==> config.mk <==
export PLATFORM = sky130hd
export DESIGN_NAME = sarq_dist
export DESIGN_NICKNAME = d
export VERILOG_FILES = /design/src/sorted_axis_range_query_table_assert.svh /design/src/sarq_pkg.sv /design/src/sarq_dist.sv
export SDC_FILE = /design/constraint.sdc
export NUM_CORES = 2
export LEC_CHECK = 0
export BUFFER_PORTS_ARGS = -buffer_cell sky130_fd_sc_hd__clkbuf_2
export CAP_MARGIN = 20
export CORE_MARGIN = 2
export CORE_UTILIZATION = 50
export CTS_BUF_LIST = sky130_fd_sc_hd__clkbuf_8
export DETAILED_ROUTE_END_ITERATION = 16
export MAX_ROUTING_LAYER = met4
export PLACE_DENSITY = 0.76
export SYNTH_ARGS = -nofsm -noshare
export SYNTH_HDL_FRONTEND = slang
export SYNTH_SLANG_ARGS = --single-unit
==> constraint.sdc <==
create_clock -name clk -period 8.75 [get_ports clk]
set_input_delay 1.3125 -clock clk [delete_from_list [all_inputs] [get_ports clk]]
set_output_delay 1.3125 -clock clk [all_outputs]
set_load 0.05 [all_outputs]
==> src/sorted_axis_range_query_table_assert.svh <==
// Assertion macros for the sorted-axis range query table.
`ifndef SORTED_AXIS_RANGE_QUERY_TABLE_ASSERT_SVH
`define SORTED_AXIS_RANGE_QUERY_TABLE_ASSERT_SVH

// Same-cycle implication, checked on clk and held off while rst_n is low.
`define SARQ_ASSERT_IMP(lbl, ante, cons) \
  lbl: assert property (@(posedge clk) disable iff (!rst_n) (ante) |-> (cons)) \
    else $error("sarq check failed");

// Next-cycle implication, checked on clk and held off while rst_n is low.
`define SARQ_ASSERT_NXT(lbl, ante, cons) \
  lbl: assert property (@(posedge clk) disable iff (!rst_n) (ante) |=> (cons)) \
    else $error("sarq check failed");

`endif

==> src/sarq_pkg.sv <==
// Shared constants, codes and types of the sorted-axis range query table.
package sarq_pkg;

  localparam int CAPACITY   = 64;
  localparam int COORD_BITS = 24;
  localparam int ID_BITS    = 16;
  localparam int IDX_BITS   = $clog2(CAPACITY);
  localparam int CNT_BITS   = $clog2(CAPACITY + 1);

  localparam logic [1:0] OP_INSERT = 2'd0;
  localparam logic [1:0] OP_REMOVE = 2'd1;
  localparam logic [1:0] OP_MOVE   = 2'd2;
  localparam logic [1:0] OP_QUERY  = 2'd3;

  localparam logic [1:0] STAT_OK   = 2'd0;
  localparam logic [1:0] STAT_NOID = 2'd1;
  localparam logic [1:0] STAT_DUP  = 2'd2;
  localparam logic [1:0] STAT_FULL = 2'd3;

  localparam logic [2:0] CMD_HOLD    = 3'd0;
  localparam logic [2:0] CMD_CLR     = 3'd1;
  localparam logic [2:0] CMD_SCAN_ID = 3'd2;
  localparam logic [2:0] CMD_SCAN_LR = 3'd3;
  localparam logic [2:0] CMD_REMOVE  = 3'd4;
  localparam logic [2:0] CMD_INSERT  = 3'd5;
  localparam logic [2:0] CMD_ROTATE  = 3'd6;

  localparam logic [1:0] MODE_LT   = 2'd0;
  localparam logic [1:0] MODE_LE   = 2'd1;
  localparam logic [1:0] MODE_STAY = 2'd2;

  typedef struct packed {
    logic [ID_BITS-1:0]           id;
    logic signed [COORD_BITS-1:0] x;
    logic signed [COORD_BITS-1:0] y;
    logic signed [COORD_BITS-1:0] z;
  } ent_t;

  typedef struct packed {
    logic [2:0] cmd;
    logic [1:0] mode;
    ent_t       ent;
  } ctl_t;

  typedef struct packed {
    logic               v;
    logic               hit;
    logic               tail;
    logic [ID_BITS-1:0] id;
  } hit_t;

endpackage

==> src/sarq_dist.sv <==
// Two-stage distance check of the entity leaving the head of the chain.
module sarq_dist (
  input  logic                                       clk,
  input  logic                                       rst_n,
  input  logic                                       v,
  input  logic                                       used,
  input  logic                                       tail,
  input  sarq_pkg::ent_t                             ent,
  input  logic signed [sarq_pkg::COORD_BITS-1:0]     ox,
  input  logic signed [sarq_pkg::COORD_BITS-1:0]     oy,
  input  logic signed [sarq_pkg::COORD_BITS-1:0]     oz,
  input  logic [sarq_pkg::COORD_BITS-2:0]            r,
  input  logic [2*sarq_pkg::COORD_BITS-3:0]          rsq,
  output sarq_pkg::hit_t                             hit
);
  import sarq_pkg::*;

  localparam int CB = COORD_BITS;

  function automatic logic [CB-1:0] absd(logic signed [CB-1:0] a, logic signed [CB-1:0] b);
    logic signed [CB:0] d;
    d = {a[CB-1], a} - {b[CB-1], b};
    absd = d[CB] ? CB'(-d) : d[CB-1:0];
  endfunction

  logic [CB-1:0]      ax_nxt, ay_nxt, az_nxt;
  logic [CB-1:0]      ax_r, ay_r, az_r;
  logic               v1_r, ok1_r, t1_r;
  logic [ID_BITS-1:0] id1_r;
  logic [2*CB-1:0]    sx_r, sy_r, sz_r;
  logic               v2_r, ok2_r, t2_r;
  logic [ID_BITS-1:0] id2_r;
  logic [2*CB+1:0]    sum;
  logic               far;

  assign ax_nxt = absd(ent.x, ox);
  assign ay_nxt = absd(ent.y, oy);
  assign az_nxt = absd(ent.z, oz);
  assign far = (ax_r > {1'b0, r}) || (ay_r > {1'b0, r}) || (az_r > {1'b0, r});

  always_ff @(posedge clk) begin
    ax_r  <= ax_nxt;
    ay_r  <= ay_nxt;
    az_r  <= az_nxt;
    ok1_r <= used;
    t1_r  <= tail;
    id1_r <= ent.id;
    sx_r  <= {{CB{1'b0}}, ax_r} * {{CB{1'b0}}, ax_r};
    sy_r  <= {{CB{1'b0}}, ay_r} * {{CB{1'b0}}, ay_r};
    sz_r  <= {{CB{1'b0}}, az_r} * {{CB{1'b0}}, az_r};
    ok2_r <= ok1_r && !far;
    t2_r  <= t1_r;
    id2_r <= id1_r;
    if (!rst_n) begin
      v1_r <= 1'b0;
      v2_r <= 1'b0;
    end else begin
      v1_r <= v;
      v2_r <= v1_r;
    end
  end

  assign sum = {2'b00, sx_r} + {2'b00, sy_r} + {2'b00, sz_r};

  assign hit.v    = v2_r;
  assign hit.hit  = ok2_r && (sum <= {4'b0000, rsq});
  assign hit.tail = t2_r;
  assign hit.id   = id2_r;

endmodule
# ---- After elaboration in Yosys (flattened, before gate mapping)
# Cells that the tools add are included.
dict set report word_totals {
  regBits 254
  inputBits 234
  output_inout_bits 19
}
dict set report classes {
  muxes 3
  n_mul 3
  addsub 8
  reduce_logical 5
  n_lt_le_gt_ge 4
}
# op n
set op_table {}
lappend op_table {{multiplier 24 x 24 -> 48 bit} 3}
lappend op_table {{subtractor 24 x 24 -> 25 bit} 3}
lappend op_table {{greater-than comparator 24 x 23 -> 1 bit} 3}
lappend op_table {{2-to-1 mux 24 bit} 3}
lappend op_table {{negation 24 bit} 3}
lappend op_table {{adder 49 x 48 -> 50 bit} 1}
lappend op_table {{less-or-equal comparator 50 x 46 -> 1 bit} 1}
lappend op_table {{adder 48 x 48 -> 49 bit} 1}
lappend op_table {{logical AND 1 bit} 2}
lappend op_table {{logical OR 1 bit} 2}
lappend op_table {{logical NOT 1 bit} 1}

# ---- Longest topological paths before layout
dict set report logic_depth {
  word_depth 5
  depth_mapped 29
  ltp_nobuf 28
}

# ---- Least setup slack after synthesis
# OpenSTA, ideal clock, no wires.
dict set report synth_path {
  path_type {reg-to-output}
  startpoint {reg sx_r[7]}
  endpoint {out hit[17] in the netlist's numbering}
  n_path_buf 0
  path_stages_with_launch 23
  path_slack_ns 1.084
  t_arrival_ns 6.354
  cell_sequence {dfxtp_1 > fa_1 > ha_1 > o21ai_0 > a221oi_1 > o21ai_0 > a21oi_1 > a31oi_1 > or2_2 > o221ai_1 > nand4_1 > a311o_1 > xnor2_1 > ha_1 > nand4_1 > or4_1 > nor2_1 > nand4_1 > or4_1 > a2111oi_0 > nand2_1 > a311o_1 > a211oi_1}
}
# element line_no
set synth_rtl {}
lappend synth_rtl {{start, declared} sarq_dist.sv:30} ;# logic [2*CB-1:0] sx_r, sy_r, sz_r;
lappend synth_rtl {{start signal, assigned} sarq_dist.sv:48} ;# sx_r <= {{CB{1'b0}}, ax_r} * {{CB{1'b0}}, ax_r};
lappend synth_rtl {{end, declared} sarq_dist.sv:14} ;# output sarq_pkg::hit_t hit

==> summary.md <==
| Metric | Value |
|---|---|
| Clk buf depth | `3` |
| FF+latch count, synth | `251` |
| Cells after Synth | `7,210` |
| Clock root cell | `clkbuf_8` |
| Worst flop-to-flop path endpoint | `sz_r[46]` |
| Reg2reg start | `az_r[13]` |
| Number of global-route vias before repair | `52.6k` |
| DIE WIDTH | `365 um` |
| First-pass GRT wire length | `276 mm` |
| Drt pass-1 iters | `8` |
| Tmin final | `8.37 ns` |
| Post-Syn Area | `65,100 sq um` |
| Setup Crit Path Kind | `flip-flop to output pin` |
| H-tree depth | `2` |
| Core Area | `129,000 sq um` |
| Clock Sink Count | `251` |
| MaxCap Viol Count | `0` |
| Dpl hpwl | `145 mm` |
| Final slew viol count | `0` |
| Warning count from the yosys run | `0` |
| Finish-stage setup viols | `0` |
| Clock latency on the worst-skew pair | `0.73 ns` |
| Post-synth cell types | `88` |
| RePlAce Congestion | `0.963` |
| Final Hold Viols | `0` |
| Rel. slew slack | `24.7%` |
| Hold WC Path Type | `flip-flop to flip-flop` |
| Unrepaired setup endpoints after global routing | `no` |
| Pin count of the biggest net entering global routing | `27` |
| Post-Route Setup TNS | `0 ns` |
| Crit path DAT | `7.06 ns` |
| Post-CTS Setup Bufs | `0` |
| CTS tree | `built` |
| Worst Tran Pin Value | `1.13 ns` |
| Overall global routing resource usage | `27.2%` |
| Syn-to-layout area delta | `6.92%` |
| Initial antenna violation count | `9` |
| Crit end category | `output pin` |
| Worst Hold Path Cells | `0` |
| Crit path launch type | `flip-flop` |
| Overflow after GRT | `0` |
| Outcome | `complete, no violations` |
| Req. time, crit path | `7.44 ns` |
| Residual DRC | `0` |
| Clk_skew | `0.0614 ns` |
| Drt via density | `5.30` |
| Drt initial violations | `3,664` |
| Routed wire per std cell | `18.4 um` |
| Fmax | `0.119 GHz` |
| Most frequent cells in the layout | `inv_1 (1,968), fa_1 (1,321), ha_1 (759)` |
| Hold endpoint | `id2_r[1]` |
| Leading cell type in the layout, fill and taps excluded | `inv_1` |
| Die Height | `365 um` |
| Cell count of the worst reg-to-reg path | `22` |
| Asr flop ratio synth | `0%` |
| Nets@finish | `9,721` |
| Register area share after synthesis | `7.72%` |
| Die area | `133,000 sq um` |
| TritonCTS Buffers | `46` |
| HP Start | `id1_r[1]` |
| Share of layout cells above drive strength 1 | `6.25%` |
| Antenna-violating nets left | `0` |
| Main synth FF type | `dfxtp_1` |
| Post-synth EDFFs | `0` |
| Site row count | `132` |
| Via count | `48.7k` |
| Mean Syn Cell Area | `9.03 sq um` |
| Reg2Reg Setup Slack | `0.66 ns` |
| IO Count | `253` |
| Maximum fanout along the worst path | `4` |
| Final wirelength | `169 mm` |
| Initial Util | `50.4%` |
| Post-CTS Hold Buffers | `0` |
| Clock-pin slew on the worst setup and hold paths | `0.06 ns` |
| Fin crit share | `95.7%` |
| PortBufs | `252` |
## worst max-delay path: stages (launching register included)
cell       delay [ns]
dfxtp_1          0.32
fa_1             0.51
ha_1             0.37
o21ai_0          0.13
a221oi_1         0.29
o21ai_1          0.19
a21oi_1          0.21
a31oi_1          0.15
or2_2            0.34
o221ai_2         0.20
nand4_1          0.17
a311o_1          0.31
xnor2_1          0.16
ha_1             0.29
nand4_1          0.09
or4_1            0.43
nor2_1           0.17
nand4_1          0.14
or4_1            0.47
a2111oi_0        0.41
nand2_1          0.09
a311o_1          0.32
a211oi_4         0.31
buf_4            0.26
## cell type report
| type | count | area, sq um |
|---|---|---|
| antenna | 2 | 5.00 |
| clock buffer | 53 | 729 |
| clock inverter | 27 | 305 |
| fill | 11400 | 59700 |
| inverter | 1962 | 7360 |
| multi-input combinational | 4802 | 52000 |
| sequential | 251 | 5020 |
| tap | 1742 | 2180 |
| timing repair buffer | 344 | 2010 |
## Yosys cell counts, drive strengths merged, types with 28 or more instances
library cell  count  area share, %
nor2            220            1.3
nand3            52           0.40
a21oi           268            2.1
inv            1962             11
xnor2           218            2.9
nand2b           44           0.42
a21o            146            1.7
clkbuf          187            1.1
o21ai           153            1.2
nand2           601            3.5
xor2            104            1.4
a211oi           28           0.33
fa             1321             41
nor3             44           0.34
o21bai           31           0.36
nand4            52           0.50
dfxtp           251            7.7
o21a             42           0.48
and2            351            3.4
ha              759             15
nor2b            52           0.50
## how the worst max path moves through the flow
stage	from	to	slack, ns	cells past startpoint
finish	sx_r[7]	hit[17]	0.38	23
global route	sx_r[7]	hit[17]	0.02	23
CTS	sx_r[7]	hit[17]	0.08	23
detailed placement	az_r[13]	sz_r[46]	0.65	22
global placement	sx_r[7]	hit[17]	0.79	23
floorplan	sx_r[7]	hit[17]	1.08	22
## state kept, by name (all words and copies together), names as in the netlist
register,cells
id2_r,16
ok2_r,1
v1_r,1
ay_r,24
sy_r,47
id1_r,16
t1_r,1
t2_r,1
sx_r,47
sz_r,47
az_r,24
ax_r,24
ok1_r,1
v2_r,1
## per-stage QoR
| step | util (%) | worst slack (ns) | cell area, sq um | hold slack, ns | std cells |
|---|---|---|---|---|---|
| finish | 53.8 | 0.375 | 69600 | 0.325 | 9183 |
| global route | 53.8 | 0.0153 | 69600 | 0.333 | 9183 |
| CTS | 53.8 | 0.0815 | 69500 | 0.326 | 9178 |
| detailed placement | 53.0 | 0.648 | 68500 | 0.312 | 9098 |
| global placement | 53.0 | 0.789 | 68500 | 0.312 | 9098 |
| floorplan | - | 1.08 | 65100 | 0.310 | 7211 |
## metal layers
| layer | wire length [um] | GRT usage (%) | up-vias | part of all wire [%] |
|---|---|---|---|---|
| met1 | 68300 | 34.0 | 24100 | 40 |
| met5 | 0 | - | - | 0 |
| li1 | - | - | 22300 | - |
| met2 | 79100 | 43.8 | 1836 | 47 |
| met3 | 13700 | 4.93 | 392 | 8.1 |
| met4 | 7950 | 10.6 | 0 | 4.7 |
## cell families after synthesis
| family | after synthesis | share of synthesized area (%) |
|---|---|---|
| AND/OR/NAND/NOR | 1520 | 11.4 |
| AO/OA/AOI/OAI | 863 | 8.64 |
| adder cells (fa/ha/maj) | 2080 | 55.2 |
| other | 2 | 0.0115 |
| buffers and inverters | 2158 | 12.5 |
| XOR/XNOR | 322 | 4.33 |
| flip-flops | 251 | 7.72 |
| multiplexers | 14 | 0.225 |
## repair_timing
action                                 in CTS  in global routing
setup endpoints to repair                   1                  1
endpoints found under the hold margin       0                  0
pin swaps                                   0                  0
resized for setup                           1                  6
Power is not shown: default switching activity piles up to over one toggle a cycle in this logic, so the estimate is an artifact.
