### config.mk
export PLATFORM = sky130hd
export DESIGN_NAME = sarq_cell
export DESIGN_NICKNAME = d
export VERILOG_FILES = /design/src/sorted_axis_range_query_table_assert.svh /design/src/sarq_pkg.sv /design/src/sarq_cell.sv
export SDC_FILE = /design/constraint.sdc
export NUM_CORES = 1
export LEC_CHECK = 0
export ABC_AREA = 1
export ABC_CLOCK_PERIOD_IN_PS = 7460
export BUFFER_PORTS_ARGS = -buffer_cell sky130_fd_sc_hd__buf_2
export CAP_MARGIN = 20
export CORE_AREA = 2 2 143 145
export DETAILED_ROUTE_END_ITERATION = 6
export DIE_AREA = 0 0 145 147
export PLACE_DENSITY = 0.69
export SETUP_SLACK_MARGIN = 0.2
export SLEW_MARGIN = 10
export SYNTH_ARGS = -nofsm -noshare
export SYNTH_HDL_FRONTEND = slang
export SYNTH_SLANG_ARGS = --single-unit
### constraint.sdc
create_clock -name clk -period 7.46 [get_ports clk]
set_input_delay 0.746 -clock clk [delete_from_list [all_inputs] [get_ports clk]]
set_output_delay 0.746 -clock clk [all_outputs]
set_load 0.02 [all_outputs]
### src/sorted_axis_range_query_table_assert.svh
// Assertion macros for the sorted-axis range query table.
`ifndef SORTED_AXIS_RANGE_QUERY_TABLE_ASSERT_SVH
`define SORTED_AXIS_RANGE_QUERY_TABLE_ASSERT_SVH

// Same-cycle implication, checked on clk and held off while rst_n is low.
`define SARQ_ASSERT_IMP(lbl, ante, cons) \
  lbl: assert property (@(posedge clk) disable iff (!rst_n) (ante) |-> (cons)) \
    else $error("sarq check failed");

// Next-cycle implication, checked on clk and held off while rst_n is low.
`define SARQ_ASSERT_NXT(lbl, ante, cons) \
  lbl: assert property (@(posedge clk) disable iff (!rst_n) (ante) |=> (cons)) \
    else $error("sarq check failed");

`endif

### src/sarq_pkg.sv
// Shared constants, codes and types of the sorted-axis range query table.
package sarq_pkg;

  localparam int CAPACITY   = 64;
  localparam int COORD_BITS = 24;
  localparam int ID_BITS    = 16;
  localparam int IDX_BITS   = $clog2(CAPACITY);
  localparam int CNT_BITS   = $clog2(CAPACITY + 1);

  localparam logic [1:0] OP_INSERT = 2'd0;
  localparam logic [1:0] OP_REMOVE = 2'd1;
  localparam logic [1:0] OP_MOVE   = 2'd2;
  localparam logic [1:0] OP_QUERY  = 2'd3;

  localparam logic [1:0] STAT_OK   = 2'd0;
  localparam logic [1:0] STAT_NOID = 2'd1;
  localparam logic [1:0] STAT_DUP  = 2'd2;
  localparam logic [1:0] STAT_FULL = 2'd3;

  localparam logic [2:0] CMD_HOLD    = 3'd0;
  localparam logic [2:0] CMD_CLR     = 3'd1;
  localparam logic [2:0] CMD_SCAN_ID = 3'd2;
  localparam logic [2:0] CMD_SCAN_LR = 3'd3;
  localparam logic [2:0] CMD_REMOVE  = 3'd4;
  localparam logic [2:0] CMD_INSERT  = 3'd5;
  localparam logic [2:0] CMD_ROTATE  = 3'd6;

  localparam logic [1:0] MODE_LT   = 2'd0;
  localparam logic [1:0] MODE_LE   = 2'd1;
  localparam logic [1:0] MODE_STAY = 2'd2;

  typedef struct packed {
    logic [ID_BITS-1:0]           id;
    logic signed [COORD_BITS-1:0] x;
    logic signed [COORD_BITS-1:0] y;
    logic signed [COORD_BITS-1:0] z;
  } ent_t;

  typedef struct packed {
    logic [2:0] cmd;
    logic [1:0] mode;
    ent_t       ent;
  } ctl_t;

  typedef struct packed {
    logic               v;
    logic               hit;
    logic               tail;
    logic [ID_BITS-1:0] id;
  } hit_t;

endpackage

### src/sarq_cell.sv
// One table slot: holds an entity and its scan flags, and trades data with its neighbors.
module sarq_cell (
  input  logic           clk,
  input  logic           rst_n,
  input  sarq_pkg::ctl_t ctl,
  input  sarq_pkg::ent_t prev_ent,
  input  logic           prev_used,
  input  logic           prev_keep,
  input  sarq_pkg::ent_t next_ent,
  input  logic           next_used,
  input  logic           p_in,
  input  logic           ql_in,
  input  logic           qr_in,
  output sarq_pkg::ent_t ent,
  output logic           used,
  output logic           keep,
  output logic           p_out,
  output logic           ql_out,
  output logic           qr_out
);
  import sarq_pkg::*;

  ent_t ent_r, ent_nxt;
  logic used_r, used_nxt;
  logic p_r, p_nxt, ql_r, ql_nxt, qr_r, qr_nxt;

  always_comb begin
    case (ctl.mode)
      MODE_LT:   keep = used_r && (ent_r.x < ctl.ent.x);
      MODE_LE:   keep = used_r && (ent_r.x <= ctl.ent.x);
      MODE_STAY: keep = used_r && !p_r;
      default:   keep = used_r && (ent_r.x < ctl.ent.x);
    endcase
  end

  always_comb begin
    ent_nxt  = ent_r;
    used_nxt = used_r;
    p_nxt    = p_r;
    ql_nxt   = ql_r;
    qr_nxt   = qr_r;
    case (ctl.cmd)
      CMD_CLR: begin
        p_nxt  = 1'b0;
        ql_nxt = 1'b0;
        qr_nxt = 1'b0;
      end
      CMD_SCAN_ID: p_nxt = p_in | (used_r && (ent_r.id == ctl.ent.id));
      CMD_SCAN_LR: begin
        // Left: an earlier entry lies beyond the new x. Right: a later one lies short of it.
        ql_nxt = ql_in | (used_r && !p_r && (ent_r.x > ctl.ent.x));
        qr_nxt = qr_in | (used_r && p_r && (ent_r.x < ctl.ent.x));
      end
      CMD_REMOVE: begin
        if (p_r) begin
          ent_nxt  = next_ent;
          used_nxt = next_used;
        end
      end
      CMD_INSERT: begin
        if (!keep) begin
          if (prev_keep) begin
            ent_nxt  = ctl.ent;
            used_nxt = 1'b1;
          end else begin
            ent_nxt  = prev_ent;
            used_nxt = prev_used;
          end
        end
      end
      CMD_ROTATE: begin
        ent_nxt  = next_ent;
        used_nxt = next_used;
      end
      default: ;
    endcase
  end

  always_ff @(posedge clk) begin
    ent_r <= ent_nxt;
    if (!rst_n) begin
      used_r <= 1'b0;
      p_r    <= 1'b0;
      ql_r   <= 1'b0;
      qr_r   <= 1'b0;
    end else begin
      used_r <= used_nxt;
      p_r    <= p_nxt;
      ql_r   <= ql_nxt;
      qr_r   <= qr_nxt;
    end
  end

  assign ent    = ent_r;
  assign used   = used_r;
  assign p_out  = p_r;
  assign ql_out = ql_r;
  assign qr_out = qr_r;

endmodule

# Word-level counts from Yosys, hierarchy flattened
# Index checks and enable logic that the tools add are counted.
[classes]
n_bitwise = 3
n_eq_ne = 11
order_cmp = 3
mux = 12
reduce_logical = 12
[op_table]
columns = ["op", "count"]
rows = [
  ["two-way mux 88 bit", 3],
  ["case mux 88 bit (3 select lines)", 1],
  ["greater-than comparator 24 bit", 1],
  ["<= comparator 24 bit", 1],
  ["less-than comparator 24 bit", 1],
  ["equality test 16 bit", 1],
  ["equality test 3 bit, second input constant", 3],
  ["case mux 1 bit (2 select lines)", 4],
  ["logical AND 1 bit", 7],
  ["equality test 3 x 2 -> 1 bit, second input constant", 2],
  ["inequality test 2 bit, second input constant", 2],
  ["nonzero test 2 bit", 2],
  ["equality test 3 x 1 -> 1 bit, second input constant", 1],
  ["two-way mux 1 bit", 3],
  ["bitwise OR 1 bit", 3],
  ["case mux 1 bit (3 select lines)", 1],
  ["AND reduction 3 bit", 1],
  ["nonzero test 3 bit", 1],
  ["equality test 2 x 1 -> 1 bit, second input constant", 1],
  ["equality test 2 bit, second input constant", 1],
  ["zero test 1 bit", 1],
]
[totals]
word_cells = 49
out_inout_bits = 93
ff_bits = 92

# Logic depth before layout (Yosys ltp)
# Gate-level depths: netlist of the first run.
[logic_depth]
ltp_word = 5
depth_mapped = 17
mapped_depth_nobuf = 17

# Worst setup path after synthesis of the first run
# OpenSTA, ideal clock, no wires.
[synth_path]
path_kind = "input to register"
from = "in ctl[71] in the netlist's numbering"
to = "reg ent_r, in the netlist ent[0], enable pin"
n_path_buf = 0
required_time_ns = 6.993
stages = 12
setup_slack_ns = 2.814
arrival_time_ns = 4.179
setup_ns = 0.467
cell_sequence = "inv_1 ha_1 nand2_2 nor2_2 nand2_2 nor2_4 nand2_2 nand4_1 nand3_1 nand2_1 inv_2 o21ai_2"
[synth_via]
elab_chain_cells = 5
[synth_lines]
columns = ["item", "line", "source"]
rows = [
  ["start: declaration", "sarq_cell.sv:5", "input sarq_pkg::ctl_t ctl,"],
  ["less-than comparator 24 bit / <= comparator 24 bit (equally long branches)", "sarq_cell.sv:29, sarq_cell.sv:32, sarq_cell.sv:30", ""],
  ["logical AND 1 bit (on tied branches)", "sarq_cell.sv:29, sarq_cell.sv:32, sarq_cell.sv:30", ""],
  ["case mux 1 bit (2 select lines) (*)", "sarq_cell.sv:28", "case (ctl.mode)"],
  ["named net keep", "sarq_cell.sv:16", "output logic keep,"],
  ["inequality test 2 bit (no line) (*)", "n/a", ""],
  ["AND reduction 3 bit (no line) (*)", "n/a", ""],
  ["end signal: assignment", "sarq_cell.sv:80", "ent_r <= ent_nxt;"],
  ["end: declaration", "sarq_cell.sv:23", "ent_t ent_r, ent_nxt;"],
]
# The timed path passes the listed nets; every way through them passes the cells marked *.
# A chain may end at the register's enable or synchronous reset.

# Final worst setup path of the first run
[layout_path]
from = "in ctl[71] in the netlist's numbering"
to = "out keep"
[layout_via]
elab_chain_cells = 3
[layout_lines]
columns = ["item", "line"]
rows = [
  ["less-than comparator 24 bit / <= comparator 24 bit (equally long branches)", "sarq_cell.sv:29, sarq_cell.sv:32, sarq_cell.sv:30"],
  ["logical AND 1 bit (on tied branches)", "sarq_cell.sv:29, sarq_cell.sv:32, sarq_cell.sv:30"],
  ["case mux 1 bit (2 select lines) (*)", "sarq_cell.sv:28"],
  ["end: declaration", "sarq_cell.sv:16"],
]
# Mark *: on every way between the ends. The rest lies on a longest branch, timed or not.

==> results of run 1 <==
==> registers in the layout, indices dropped and copies added (netlist names) <==
name and count:
ent 88, qr_out 1, used 1, p_out 1
ql_out 1
==> worst paths after layout <==
| kind | endpoint | slack (ns) | cells past startpoint |
|---|---|---|---|
| worst max-delay path | keep | 4.41 | 11 |
| worst min-delay path | ql_out$_SDFFE_PN0P_ | 0.48 | 2 |
| worst max register to register | ent[34]$_DFFE_PP_ | 4.69 | 12 |
| worst min register to register | ql_out$_SDFFE_PN0P_ | 0.48 | 2 |
==> final cells by class <==
| class | count | area, um2 |
|---|---|---|
| fill | 2035 | 11700 |
| antenna | 1 | 2.502 |
| multi-input combinational | 506 | 2668 |
| clock buffer | 9 | 225.2 |
| tap | 270 | 337.8 |
| timing repair buffer | 373 | 1879 |
| sequential | 92 | 2723 |
| inverter | 61 | 234.0 |
| clock inverter | 7 | 71.32 |
==> cells by family (layout without fill, tap and decap cells) <==
logic type	count (synthesis)	after routing	share of synthesized area [%]
XOR/XNOR	7	7	1.059
AO/OA/AOI/OAI	146	146	17.30
adder cells (fa/ha/maj)	24	24	5.189
flip-flops	92	92	47.05
buffers and inverters	99	450	6.984
AND/OR/NAND/NOR	329	329	22.42
other	0	1	0
==> power by group through the flow <==
| stage | combinational (mW) | clock [mW] | sequential (mW) |
|---|---|---|---|
| global placement | 0.314 | 0 | 0.631 |
| global route | 0.351 | 0.508 | 0.624 |
| floorplan | 0.138 | 0 | 0.671 |
| detailed placement | 0.317 | 0 | 0.632 |
| CTS | 0.319 | 0.494 | 0.621 |
| finish | 0.315 | 0.473 | 0.621 |
==> stage by stage <==
| stage | power, mW | setup slack [ns] | instances | area [um2] | utilization [%] |
|---|---|---|---|---|---|
| finish | 1.408 | 4.408 | 1319 | 8140 | 41.02 |
| global route | 1.484 | 4.174 | 1319 | 8140 | 41.02 |
| CTS | 1.434 | 4.373 | 1318 | 8138 | 41.01 |
| detailed placement | 0.9494 | 4.215 | 1302 | 7841 | 39.51 |
| global placement | 0.9452 | 4.256 | 1302 | 7841 | 39.51 |
| floorplan | 0.8088 | 2.814 | 697 | 5787 | - |
==> cells in the mapped netlist (2+ instances only) <==
cell	instances	share of area, %
xor2_1	2	0.30
inv_2	3	0.19
dfxtp_1	4	1.4
clkbuf_1	21	1.4
nand2_1	171	11
a211oi_1	3	0.39
nor2_1	132	8.6
edfxtp_1	88	46
nand3_1	8	0.69
ha_1	24	5.2
nor3_1	5	0.43
xnor2_1	5	0.76
a21o_1	2	0.26
a21oi_1	11	0.95
nand4_1	3	0.32
o21ai_0	36	3.1
o31ai_1	37	4.8
nand2_2	4	0.43
o21ai_1	31	2.7
o22ai_1	2	0.22
o31ai_2	20	4.3
inv_1	58	3.8
buf_2	14	1.2
buf_6	2	0.39
==> worst max-delay path: stages <==
cell	delay, ns
buf_2	0.08
inv_1	0.06
ha_1	0.35
a21oi_1	0.15
o21ai_0	0.09
nor2_1	0.19
nand4_1	0.19
nand3_1	0.14
nand2_1	0.07
inv_2	0.08
buf_2	0.16
==> layer usage <==
metal  global-route usage [%]  wire (um)  vias up
met5                        0         13        -
met4                    5.446        359        2
met3                    5.062       1482       19
met2                    31.79       9868      247
met1                    21.57       8068     2680
li1                         -          -     3047
==> cell usage in the layout (no fill, tap or decap), types with 9 or more instances in the layout <==
master and count:
a21oi_1 11, buf_2 368, clkbuf_16 9, edfxtp_1 88, ha_1 24, inv_1 57
nand2_1 171, nor2_1 132, o21ai_0 36, o21ai_1 31, o31ai_1 37, o31ai_2 20
==> impl_metrics.tcl, run 1 <==
set metrics [dict create \
    status "completed" \
    crit_type "in2out" \
    cts_setup_buffers 0 \
    grt_antenna_before_repair 2 \
    grt_overflow 0 \
    io_buffers 369 \
    boundaryPins 370 \
    synthArstFlopShare_pct 0 \
    hp-start "ql_out$_SDFFE_PN0P_" \
    post-route-drc-count 0 \
    routed_wl_um 19790 \
    setup_viol 0 \
    rsz0062_at_grt "false" \
    synth_ff_type "edfxtp_1" \
    p_switching_mw 0.4115 \
    track_usage_pct 18.08 \
    pwr-share-seq_pct 44.1 \
    holdWs_ns 0.4790 \
    insertion_delay_ns 0.34 \
    finalSetupTns_ns 0 \
    worst_setup_path_start_kind "input port" \
    chipHeight_um 147 \
    power.leakage_nw 4.078 \
    worstPathRequired_ns 6.71 \
    vdd_drop_max_mv 0.09675 \
    holdCritPathClass "reg2reg" \
    nets 1344 \
    die_w_um 145 \
    numCtsBuffers 9 \
    syn_avg_cell_area_um2 8.302 \
    swShare_pct 29.22 \
    clk_pin_slew_ns 0.07 \
    clkPwrFrac_pct 33.6 \
    drt-pass1-iter-count 7 \
    cts_root_buffer "clkbuf_16" \
    die_area_um2 21320 \
    relSlewSlack_pct 26.40 \
    critPathArrivalTime_ns 2.31 \
    grt_pass1_wl_um 30550 \
    grt_pass1_vias 5892 \
    synthCells 697 \
    fin_crit_sh_pct 40.91 \
    ys_seq_area_share_pct 47.05 \
    p_comb_share_pct 22.4 \
    cts-htree-levels 3 \
    report.final.slew_viol_count 0 \
    hold_viol 0 \
    cts.sinks 92 \
    maxCapViolCount 0 \
    tightest_slew_ns 1.104 \
    p_int_mw 0.9968 \
    power_density_nw_per_um2 173.0 \
    critPathCaptureType "primary output" \
    cts_tree "yes" \
    core_area_um2 19840 \
    clockBufferDepth 2 \
    std_cell_rows 52 \
    grt_max_degree 99 \
    start_util_pct 29.16 \
    post_drt_wl_per_cell_um 15.01 \
    drive_above_1_share_pct 40.36 \
    num_vias 5995 \
    place_congestion 0.8548 \
    crit_fanout 4 \
    final.setup_skew_ns 0.01321 \
    antenna_left 0 \
    drtIter0Drc 255 \
    ys_ff_latch 92 \
    hold_buffers 0 \
    vias_per_cell 4.545 \
    yosys_warnings 0 \
    area_growth_pct 40.67 \
    fmax_mhz 327.6 \
    synth_cell_types 35 \
    hpwlAfterDp_um 15480 \
    synth_edf_count 88 \
    cts.repair.resized 0 \
    post-route-min-period_ns 3.052 \
    cp-startpoint "ctl[71]" \
    syn-cell-area_um2 5787 \
    syn_nets 998 \
    rr_startpoint "ent[71]$_DFFE_PP_" \
]
Power figures use the tool's default switching activity.
==> run 2, diff against run 1 <==
- ABC_CLOCK_PERIOD_IN_PS: 7460 -> 2600
- CORE_AREA: 2 2 143 145 -> 2 2 145 147
- DIE_AREA: 0 0 145 147 -> 0 0 147 149
- PLACE_DENSITY: 0.69 -> 0.7
- clock period: 7.46 -> 2.6 ns (I/O delays scaled with it)
==> run 2 against run 1 <==
Compared with the run above: routed wire length is 4.6% higher; setup slack got worse by 4.3 ns; sequential cell count unchanged; critical path depth increased by 3; sequential power increased to 2.9 times the previous value; core utilization up 1.1 points; via count is 3.5% higher; die area increased by 2.8%; sequential share of layout area shrank 2.0 points; global-route usage about the same.
==> impl_metrics.tcl, run 2 (synthesis gave the netlist of run 1 again) <==
set metrics [dict create \
    crit_fanout 5 \
    vias_per_cell 4.618 \
    rr_startpoint "ent[70]$_DFFE_PP_" \
    hpwlAfterDp_um 15910 \
    drt-pass1-iter-count 4 \
    hold_viol 0 \
    report.final.slew_viol_count 0 \
    num_vias 6207 \
    relSlewSlack_pct 59.04 \
    nFillCells 2076 \
    cts_root_buffer "clkbuf_16" \
    clkPwrFrac_pct 34.0 \
    cts_tree "yes" \
    crit_chain "ha_4, nand2_4, nor2_4, nand2_2, nor2_4, nand2_2, nand4_1, nand3_2, nand2_1, inv_2, o21ai_4, buf_6, buf_12, clkbuf_16" \
    final.setup_skew_ns 0.01147 \
    largest_reg_flops 88 \
    routed_wl_um 20700 \
    cts.sinks 92 \
    holdWs_ns 0.1856 \
    grt_antenna_before_repair 5 \
    pwr-share-seq_pct 41.7 \
    vdd_drop_max_mv 0.3051 \
    grt_overflow 0 \
    rr_worst_depth 14 \
    status "completed" \
    worst_setup_path_start_kind "register" \
    die_w_um 147 \
    p_int_mw 3.039 \
    post-route-min-period_ns 2.468 \
    p_switching_mw 1.233 \
    swShare_pct 28.87 \
    numCtsBuffers 9 \
    slowest_stage "edfxtp_1" \
    reg2reg_to "ent[83]$_DFFE_PP_" \
    die_area_um2 21900 \
    boundaryPins 370 \
    grt_max_degree 78 \
    power_density_nw_per_um2 493.1 \
    holdCritPathClass "in2reg" \
    power.leakage_nw 4.258 \
    grt_pass1_wl_um 30640 \
    max_stage_delay_ns 0.44 \
    r2r_slack_ns 0.13 \
    setup_viol 0 \
    worstPathRequired_ns 2.67 \
    io_buffers 369 \
    cts-htree-levels 3 \
    track_usage_pct 18.03 \
    rsz0062_at_grt "true" \
    drive_above_1_share_pct 43.71 \
    hold_buffers 0 \
    critPathCaptureType "register" \
    holdPathStages 3 \
    path_buf_inv 4 \
    drtIter0Drc 293 \
    hold_end "ent[25]$_DFFE_PP_" \
    critPathArrivalTime_ns 2.54 \
    chipHeight_um 149 \
    clockBufferDepth 2 \
    post-route-drc-count 0 \
    place_congestion 0.8342 \
    fmax_mhz 405.3 \
    grt_pass1_vias 5827 \
    final_cell_mix "buf_2, nand2_1, nor2_1, edfxtp_1, inv_1" \
    start_util_pct 28.15 \
    hp-start "next_ent[25]" \
    maxCapViolCount 0 \
    nets 1363 \
    area_growth_pct 49.71 \
    cp_top_family "simple AND/OR/NAND/NOR gates" \
    multiInputGateArea_um2 2854 \
    insertion_delay_ns 0.35 \
    tightest_slew_ns 0.6135 \
    crit_type "reg2reg" \
    layout_commonest_cell "buf_2" \
    p_total_mw 4.272 \
    post_drt_wl_per_cell_um 15.40 \
    regArea_um2 2723 \
    p_comb_share_pct 24.2 \
    clk_pin_slew_ns 0.07 \
    core_area_um2 20560 \
    fin_crit_sh_pct 94.90 \
    antenna_left 0 \
    std_cell_rows 53 \
]
## run 2: tightest hold or removal path, cell delays in order
cell,delay (ns)
buf_2,0.07
nand2_1,0.04
o31ai_1,0.05
## run 2: how the worst max path moves through the flow
stage | to | cells after the start | startpoint
after floorplan | ent[0]$_DFFE_PP_ | 11 | ent[63]$_DFFE_PP_
after global placement | ent[32]$_DFFE_PP_ | 13 | ctl[69]
after detailed placement | ent[27]$_DFFE_PP_ | 13 | ctl[69]
after CTS | ent[53]$_DFFE_PP_ | 14 | ent[70]$_DFFE_PP_
after global routing | ent[83]$_DFFE_PP_ | 14 | ent[69]$_DFFE_PP_
final | ent[83]$_DFFE_PP_ | 14 | ent[70]$_DFFE_PP_
## run 2: per-layer routing
metal	global-route usage (%)	routed length, um
met4	5.962	387
met2	31.48	10370
met3	5.443	1741
met1	21.26	8172
met5	0	34
## run 2: repair_timing
| item | in CTS | in global routing |
|---|---|---|
| setup buffers | 5 | 5 |
| pin swaps | 2 | 13 |
| gates resized for setup | 12 | 24 |
| gates cloned | 2 | 2 |
| setup endpoints to repair | 88 | 89 |
| hold endpoints to repair | 0 | 0 |
## run 2: layout make-up
cell class / count / area share (%)
Antenna cell: 3 / 0.08666
Clock buffer: 9 / 2.600
Clock inverter: 6 / 1.083
Inverter: 61 / 2.701
Multi-Input combinational cell: 506 / 32.94
Sequential cell: 92 / 31.43
Tap cell: 275 / 3.972
Timing Repair Buffer: 392 / 25.19
## run 2: power by group through the flow
stage | clock (mW) | sequential, mW | combinational (mW)
2_1_floorplan | 0 | 1.92 | 0.398
3_3_place_gp | 0 | 1.81 | 0.923
3_5_place_dp | 0 | 1.81 | 0.936
4_1_cts | 1.50 | 1.78 | 0.980
5_1_grt | 1.55 | 1.79 | 1.15
6_report | 1.45 | 1.78 | 1.04
## run 2: metrics by stage
stage                     setup WS (ns)  instances  utilization, %  TNS, ns  area (um2)
after global routing            0.01736       1344           42.14        0        8663
after global placement           0.1126       1312           38.66        0        7948
after CTS                        0.1440       1334           40.93        0        8413
after floorplan                 -0.9014        697               -   -79.32        5807
final                            0.1325       1344           42.14        0        8663
after detailed placement        0.08503       1312           38.66        0        7948
==> run 3, diff against run 2 <==
- ABC_AREA: 1 -> unset
- ABC_CLOCK_PERIOD_IN_PS: 2600 -> 2820
- PLACE_DENSITY: 0.7 -> 0.67
- SKIP_LAST_GASP: unset -> 1
- clock period: 2.6 -> 2.82 ns (I/O delays scaled with it)
==> run 3 against run 2 <==
Compared with the run above: die area unchanged; hold slack better by 0.023 ns; sequential share of layout area up 1.8 points; critical endpoint is now ent[24]$_DFFE_PP_; power down 10%; setup slack better by 0.15 ns; maximum frequency down 2.8%; critical path type unchanged; synthesized cell count down 22%; sequential power down 6%; clock power down 16%; sequential cell count unchanged; largest power group unchanged; non-clock buffer count down 13; first-iteration DRC count down 45%.
==> impl_metrics.tcl, run 3 <==
set metrics [dict create \
    status "completed" \
    chipHeight_um 149 \
    synthCells 547 \
    maxCapViolCount 0 \
    crit_fanout 46 \
    synth_compound_area_share_pct 12.31 \
    routed_wl_um 18370 \
    ys_seq_area_share_pct 48.34 \
    met3_length_um 1130 \
    cts_tree "yes" \
    die_area_um2 21900 \
    nFillCells 2062 \
    boundaryPins 370 \
    relSlewSlack_pct 63.52 \
    setup_viol 0 \
    fin_crit_sh_pct 90.06 \
    power.leakage_nw 4.029 \
    hpwlAfterDp_um 14900 \
    wl_met1_um 7342 \
    synth.area.top_cells "edfxtp_1, mux2i_1, o21ai_0" \
    syn-cell-area_um2 5632 \
    synth_ff_type "edfxtp_1" \
    hold_buffers 0 \
    synthMuxAreaShare_pct 15.82 \
    drtIter0Drc 162 \
    post-route-drc-count 0 \
    ys_ff_latch 92 \
    syn_avg_cell_area_um2 10.30 \
    worstPathRequired_ns 2.88 \
    holdCritPathClass "in2reg" \
    place_congestion 0.7770 \
    num_vias 5362 \
    fmax_mhz 393.8 \
    cts.sinks 92 \
    synth_top_area_share_pct 46.92 \
    core_area_um2 20560 \
    synthAdderAreaFrac_pct 5.332 \
    cts_root_buffer "clkbuf_16" \
    start_util_pct 27.40 \
    vias_per_cell 4.525 \
    post_drt_wl_per_cell_um 15.50 \
    synth_common_cells "nand2_1, o21ai_0, mux2i_1" \
    crit_type "reg2reg" \
    layout_commonest_cell "buf_2" \
    std_cell_rows 53 \
    synth_top_area_cell "edfxtp_1" \
    tightest_slew_ns 0.5471 \
    clk_pin_slew_ns 0.07 \
    hold_viol 0 \
    area_growth_pct 45.57 \
    antenna_left 0 \
    syn_nets 848 \
    insertion_delay_ns 0.34 \
    drt-pass1-iter-count 6 \
    synthXorXnorAreaFrac_pct 2.488 \
    final.setup_skew_ns 0.008465 \
    rsz0062_at_grt "false" \
    clockBufferDepth 2 \
    track_usage_pct 16.14 \
    cts-htree-levels 3 \
    synth_edf_count 88 \
    final_util_pct 39.88 \
    report.final.slew_viol_count 0 \
    met2_length_um 9643 \
    grt_overflow 0 \
    post_synth_and_or_nand_nor_area_fraction_pct 11.33 \
    grt_max_degree 113 \
    grt_pass1_wl_um 27470 \
    synth_cell_types 44 \
    io_buffers 369 \
    synthArstFlopShare_pct 0 \
    drive_above_1_share_pct 45.32 \
    critPathCaptureType "register" \
    synth_top_family_by_area "multiplexers" \
    post-route-min-period_ns 2.540 \
    largest_reg_flops 88 \
    critPathArrivalTime_ns 2.60 \
    yosys_warnings 0 \
    nets 1206 \
    numCtsBuffers 9 \
    worst_setup_path_start_kind "register" \
    power_density_nw_per_um2 466.7 \
    vdd_drop_max_mv 0.2946 \
    final_cell_mix "buf_2, nand2_1, o21ai_0, mux2i_1, edfxtp_1" \
    grt_pass1_vias 5202 \
    die_w_um 147 \
    finalSetupTns_ns 0 \
    grt_antenna_before_repair 1 \
    synthMostInstantiatedCell "nand2_1" \
    top_layer_used "met4" \
]
[run 3: cell count changes after synthesis, sizes merged, moves of 30 or more]
| cell | delta |
|---|---|
| inv | -35 |
| mux2i | +89 |
| nor2 | -127 |
| o21ai | +30 |
| nand2 | -75 |
| o31ai | -56 |
[run 3: path summary, 6_finish.rpt]
kind                             from                  end  slack [ns]  cells past startpoint
hold / removal           next_ent[20]    ent[20]$_DFFE_PP_        0.21                      3
setup / recovery    ent[70]$_DFFE_PP_    ent[24]$_DFFE_PP_        0.28                      9
hold reg to reg   qr_out$_SDFFE_PN0P_  qr_out$_SDFFE_PN0P_        0.58                      4
setup reg to reg    ent[70]$_DFFE_PP_    ent[24]$_DFFE_PP_        0.28                      9
[run 3: area by class of cell]
class / instances / area, um2 / share of cell area (%)
Sequential cell: 92 / 2723 / 33.21
Antenna cell: 1 / 2.502 / 0.03053
Timing Repair Buffer: 379 / 1981 / 24.16
Inverter: 26 / 97.59 / 1.190
Clock inverter: 5 / 62.56 / 0.7631
Multi-Input combinational cell: 397 / 2759 / 33.65
Clock buffer: 10 / 229.0 / 2.793
Tap cell: 275 / 344.1 / 4.197
[run 3: cell families after synthesis]
group           Yosys count
buf+inv                  58
flops                    92
mux                      89
compound gates          126
simple gates            142
fa+ha+maj                24
xor+xnor                 16
[run 3: worst max-delay path: stages (launching register included)]
cell	delay, ns
edfxtp_1	0.43
ha_4	0.30
and4_4	0.24
and4_1	0.20
and3_1	0.17
a31oi_1	0.08
o21a_1	0.21
buf_4	0.15
a31o_4	0.24
buf_12	0.18
[run 3: through the flow]
step           area, um2  total power, mW  worst slack [ns]  cells  hold slack (ns)
4_1_cts             8117            3.875            0.2092   1181           0.1894
2_1_floorplan       5675            2.198           0.05108    547           0.3982
5_1_grt             8198            4.037            0.1986   1185           0.2149
3_5_place_dp        7815            2.621            0.3548   1165           0.5614
3_3_place_gp        7815            2.600            0.4449   1165           0.5532
6_report            8198            3.826            0.2803   1185           0.2088
[run 3: where the power goes]
group	total (mW)	leakage [nW]	internal [mW]	switching (mW)
combinational	0.919	3.03	0.405	0.514
sequential	1.68	0.864	1.63	0.0478
clock	1.22	0.135	0.688	0.536
[run 3: what timing repair did]
action / CTS / global route
setup buffers: 1 / 3
endpoints found under the hold margin: 0 / 0
setup endpoints to repair: 1 / 89
pin swaps: 3 / 6
resized for setup: 2 / 9
cloned: 0 / 0
[run 3: metal layers]
metal | GRT usage (%) | vias to the layer above
met5 | 0 | -
met4 | 4.279 | 0
li1 | - | 2701
met1 | 18.84 | 2429
met3 | 3.823 | 16
met2 | 29.77 | 216
